[config.mk]
export PLATFORM = sky130hd
export DESIGN_NAME = bpt_div
export DESIGN_NICKNAME = d
export VERILOG_FILES = /design/src/hw/rtl/bpt_pkg.sv /design/src/hw/rtl/bpt_div.sv
export SDC_FILE = /design/constraint.sdc
export NUM_CORES = 2
export LEC_CHECK = 0
export ABC_AREA = 1
export BUFFER_PORTS_ARGS = -buffer_cell sky130_fd_sc_hd__buf_2
export CAP_MARGIN = 0
export CORE_MARGIN = 2
export CORE_UTILIZATION = 35
export DETAILED_ROUTE_END_ITERATION = 10
export PLACE_DENSITY = 0.61
export SETUP_SLACK_MARGIN = 0.3
export SYNTH_ARGS = -nofsm -noshare
export SYNTH_HDL_FRONTEND = slang
export SYNTH_SLANG_ARGS = --single-unit
[constraint.sdc]
create_clock -name clock -period 2 [get_ports clock]
set_input_delay 0.4 -clock clock [delete_from_list [all_inputs] [get_ports clock]]
set_output_delay 0.4 -clock clock [all_outputs]
set_load 0.02 [all_outputs]
[src/hw/rtl/bpt_pkg.sv]
// shared constants and types for the barycentric point-in-triangle pipeline
// no dependencies
package bpt_pkg;

   localparam int COORD_BITS_DEF       = 16;
   localparam int WEIGHT_FRAC_BITS_DEF = 16;

   // number of register stages in the geometry front end
   localparam int GEOM_STAGES = 7;

   typedef struct packed {
      logic in_tri;
      logic degen;
      logic neg_u;
      logic neg_v;
      logic neg_w;
   } bpt_flags_type;

endpackage

[src/hw/rtl/bpt_div.sv]
// pipelined restoring divider, one quotient bit per stage, signed saturated Q2.F out
// depends on bpt_pkg
module bpt_div import bpt_pkg::*; #(
   parameter int NUM_BITS  = 2 * COORD_BITS_DEF + 7,
   parameter int FRAC_BITS = WEIGHT_FRAC_BITS_DEF
) (
   input  logic                        clock,
   input  logic [NUM_BITS-1:0]         n_mag,
   input  logic [NUM_BITS-1:0]         d_mag,
   input  logic                        neg,
   output logic signed [FRAC_BITS+1:0] weight
);
   localparam int NW = NUM_BITS;
   localparam int QW = FRAC_BITS + 1;
   localparam int WW = FRAC_BITS + 2;
   localparam int NS = FRAC_BITS + 1;

   logic [NW-1:0] r_ff [NS], r_in [NS];
   logic [NW-1:0] d_ff [NS];
   logic [QW-1:0] q_ff [NS], q_in [NS];
   logic [NS-1:0] cap_ff, neg_ff;
   logic          cap_in, ge0;
   logic [NW:0]   r2 [NS];
   logic [NS-1:0] ge;
   logic signed [WW-1:0] weight_ff, weight_in;
   logic [WW-1:0] qv;

   always_comb begin
      // first step also flags quotients of two or more
      cap_in  = {1'b0, n_mag} >= {d_mag, 1'b0};
      ge0     = n_mag >= d_mag;
      r_in[0] = ge0 ? NW'(n_mag - d_mag) : n_mag;
      q_in[0] = QW'(ge0);
      r2[0]   = '0;
      ge[0]   = ge0;
      for (int k = 1; k < NS; k++) begin
         r2[k]   = {r_ff[k-1], 1'b0};
         ge[k]   = r2[k] >= {1'b0, d_ff[k-1]};
         r_in[k] = ge[k] ? NW'(r2[k] - {1'b0, d_ff[k-1]}) : NW'(r2[k]);
         q_in[k] = {q_ff[k-1][QW-2:0], ge[k]};
      end
   end

   always_comb begin
      qv = WW'(q_ff[NS-1]);
      if (cap_ff[NS-1]) begin
         weight_in = neg_ff[NS-1] ? {1'b1, {(WW-1){1'b0}}} : {1'b0, {(WW-1){1'b1}}};
      end else if (neg_ff[NS-1]) begin
         weight_in = -signed'(qv);
      end else begin
         weight_in = signed'(qv);
      end
   end

   always_ff @(posedge clock) begin
      r_ff[0]   <= r_in[0];
      q_ff[0]   <= q_in[0];
      d_ff[0]   <= d_mag;
      cap_ff[0] <= cap_in;
      neg_ff[0] <= neg;
      for (int k = 1; k < NS; k++) begin
         r_ff[k]   <= r_in[k];
         q_ff[k]   <= q_in[k];
         d_ff[k]   <= d_ff[k-1];
         cap_ff[k] <= cap_ff[k-1];
         neg_ff[k] <= neg_ff[k-1];
      end
      weight_ff <= weight_in;
   end

   assign weight = weight_ff;

endmodule

==> metrics.md <==
| Metric | Value |
|---|---|
| Status | `complete, but fails checks` |
| Failing checks | `negative setup slack` |
| Total CTS buffers | `164` |
| Leakage | `78.2 nW` |
| Final WS setup | `-0.286 ns` |
| Clk pin slew, worst setup/hold paths | `0.06 ns` |
| CP Cell Sequence | `inv_2, ha_4, nand2_4, nor2_4, nand4_1, nor2_1, buf_4, nand3_2, nand4_1, buf_6, buf_6, buf_12, nand2_4, o21ai_2` |
| EDFF count, synth | `0` |
| First-pass GRT wire length | `between 500000 and 600000 um` |
| Die span in y | `516 um` |
| Post-route cell area | `about 0.15 sq mm` |
| Nets | `18800` |
| Layout Utilization | `between 50 and 60%` |
| Max-cap violation count | `0` |
| Arrival time of the worst setup path | `3.02 ns` |
| Slew HR | `65.1%` |
| Yosys reg bits | `roughly 1500` |
| Ys async rst share | `0%` |
| Router iterations before antenna repair | `7` |
| Pin count of the biggest net entering global routing | `34` |
| Worst IR Drop VDD | `1.03 mV` |
| Final hold vios | `0` |
| Hold_ws | `between 0.04 and 0.05 ns` |
| Gr usage total | `between 20% and 30%` |
| Setup violators final | `566` |
| Crit path largest cell delay | `0.33 ns` |
| Vias in the first global route | `95500` |
| RD Place Congestion | `0.989` |
| Top FF cell, synth | `dfxtp_1` |
| Hold Crit Class | `in2reg` |
| FP Rows | `188` |
| Setup TNS | `-79.46 ns` |
| Final setup skew | `0.0520 ns` |
| Residual DRC | `0` |
| Final ANT Viol Nets | `0` |
| Post-synthesis instance total | `roughly 15000` |
| Tmin final | `2.29 ns` |
| Slew Viols, Final | `0` |
| FMAX | `437 MHz` |
| Full die area | `0.267 sq mm` |
| Synth warn | `0` |
| Initial Util | `35.1%` |
| Initial antenna violation count | `22` |
| Port Buffers | `a little under 100` |
| Kind of critical path | `reg2reg` |
| Commonest non-fill, non-tap cell in the layout | `nand2_1` |
| 1st-iter DRT viols | `between 7000 and 8000` |
| CP max FO | `7` |
| Crit path launch type | `register` |
| Max H-tree Level | `4` |
| CTS tree | `yes` |
| Worst-margin pin slew | `0.518 ns` |
| Mean area per synthesized cell | `6.30 sq um` |
| Layout cells sized above 1 | `40.8%` |
| Dpl ws | `-0.520 ns` |
| Syn Nets | `~15000` |
| Routed wire per std cell | `17.2 um` |
| Die X | `516 um` |
| CP max stage cell | `dfxtp_2` |
| Most frequent cells in the layout | `4041 x nand2_1, 2977 x buf_4, 2873 x inv_1` |
| Area Growth Syn to Fin | `61.4%` |
| Core Box Area | `0.262 sq mm` |
| Tcrit/Tclk final | `114%` |
| Register area share after synthesis | `31.7%` |
| Grt ovf | `0` |
| CTS max path bufs | `3` |
| Worst-skew pair later-pin latency | `0.84 ns` |
| Mapped Area | `0.0919 sq mm` |
| HPWL Detailed | `294000 um` |
| Dpl cell area | `0.127 sq mm` |
| RSZ-0062 raised after global routing | `yes` |
| Via/cell ratio | `about 4.7` |
| Root Buffer | `clkbuf_16` |
| Vias | `between 100k and 150k` |
| Routed wire length | `373000 um` |
| Power Dens Cells | `1730 mW/mm^2` |
| IO Count | `~100` |
| Critical path capture point type | `register` |
| Worst EP required | `2.73 ns` |
| CTS sink count | `1453` |
| Post-synth cell types | `46` |
## through the flow
step           cells  power (mW)
2_1_floorplan  14600         125
3_3_place_gp   20900         183
3_5_place_dp   20900         184
4_1_cts        21500         234
5_1_grt        21700         273
6_report       21700         256
## final cells by class
class | count | area (sq um)
diodes | 21 | 52.6
clock buffers | 201 | 4430
clock inverters | 100 | 1640
fillers | 23800 | 114000
inverters | 3190 | 12000
multi-input cells | 9773 | 66600
flip-flops and latches | 1453 | 30000
well taps | 3515 | 4400
repair buffers | 3452 | 29100
## Yosys cell counts, types with 10 or more instances
master / n / area (sq um)
and2_1: 50 / 313
ha_1: 701 / 8770
nand3b_1: 82 / 616
o21bai_1: 81 / 608
a21boi_0: 15 / 113
nor4_1: 19 / 119
nand2_2: 25 / 156
nor2_2: 96 / 601
nor3_2: 11 / 110
nor3_1: 66 / 330
inv_2: 31 / 116
and3_1: 10 / 62.6
fa_1: 16 / 320
buf_2: 28 / 140
nand3_1: 736 / 3680
buf_4: 11 / 82.6
nand3_2: 50 / 500
dfxtp_1: 1453 / 29100
nand4_1: 268 / 1680
o21ai_1: 220 / 1100
clkbuf_1: 47 / 176
nor2_1: 1099 / 4130
or2_2: 25 / 156
inv_1: 3153 / 11800
a21oi_1: 478 / 2390
xor2_1: 340 / 2980
buf_6: 82 / 923
nand2_1: 5097 / 19100
o21ai_0: 241 / 1210
## routing by layer
metal	wire length [um]	global-route usage [%]	vias to the layer above
met5	228	0.523	-
met1	167000	35.5	46300
met3	24400	4.02	638
li1	-	-	51400
met4	12300	7.47	8
met2	169000	43.1	3002
## report_power, final
| part | leakage (nW) | total (mW) | switching (mW) | internal, mW |
|---|---|---|---|---|
| clock | 2.89 | 33.5 | 13.7 | 19.8 |
| combinational | 63.0 | 174 | 91.5 | 82.9 |
| sequential | 12.3 | 48.6 | 9.57 | 39.0 |
## registers in the layout, indices dropped and copies added, names as in the netlist
register  flops
q_ff        153
weight       18
r_ff        624
neg_ff       17
d_ff        624
cap_ff       17
## worst paths after layout
path	start	end	slack (ns)	depth (start not counted)
worst max register to register	d_ff[0][124]$_DFF_P_	r_ff[0][174]$_DFF_P_	-0.29	14
worst max-delay path	d_ff[0][124]$_DFF_P_	r_ff[0][174]$_DFF_P_	-0.29	14
worst min register to register	cap_ff[1]$_DFF_P_	cap_ff[2]$_DFF_P_	0.31	0
worst min-delay path	n_mag[15]	r_ff[0][15]$_DFF_P_	0.05	4
## kinds of logic (layout without fill, tap and decap cells)
kind of cell             after synthesis  in the layout  share of synthesized area [%]
buffers and inverters               3360           6943                           14.5
AND/OR/NAND/NOR                     7654           7654                           34.6
flip-flops                          1453           1453                           31.7
other                                  0             21                              0
XOR/XNOR                             348            348                           3.32
AO/OA/AOI/OAI                       1054           1054                           6.06
adder cells (fa/ha/maj)              717            717                           9.90
## critical path, delay by kind of cell, from the launching register on
family,cells,cell delay [ns]
AOI/OAI and AO/OA,1,0.07
adders and majority gates,1,0.27
and+or+nand+nor,7,0.87
DFF,1,0.33
buffers and inverters,5,0.63
## repair_timing
item / CTS / global route
setup buffers: 161 / 140
hold endpoints to repair: 61 / 0
gates cloned: 43 / 41
hold buffers: 61 / 0
pin swaps: 210 / 365
setup endpoints to repair: 622 / 630
gates resized for setup: 1165 / 1820
Power figures use the tool's default switching activity.
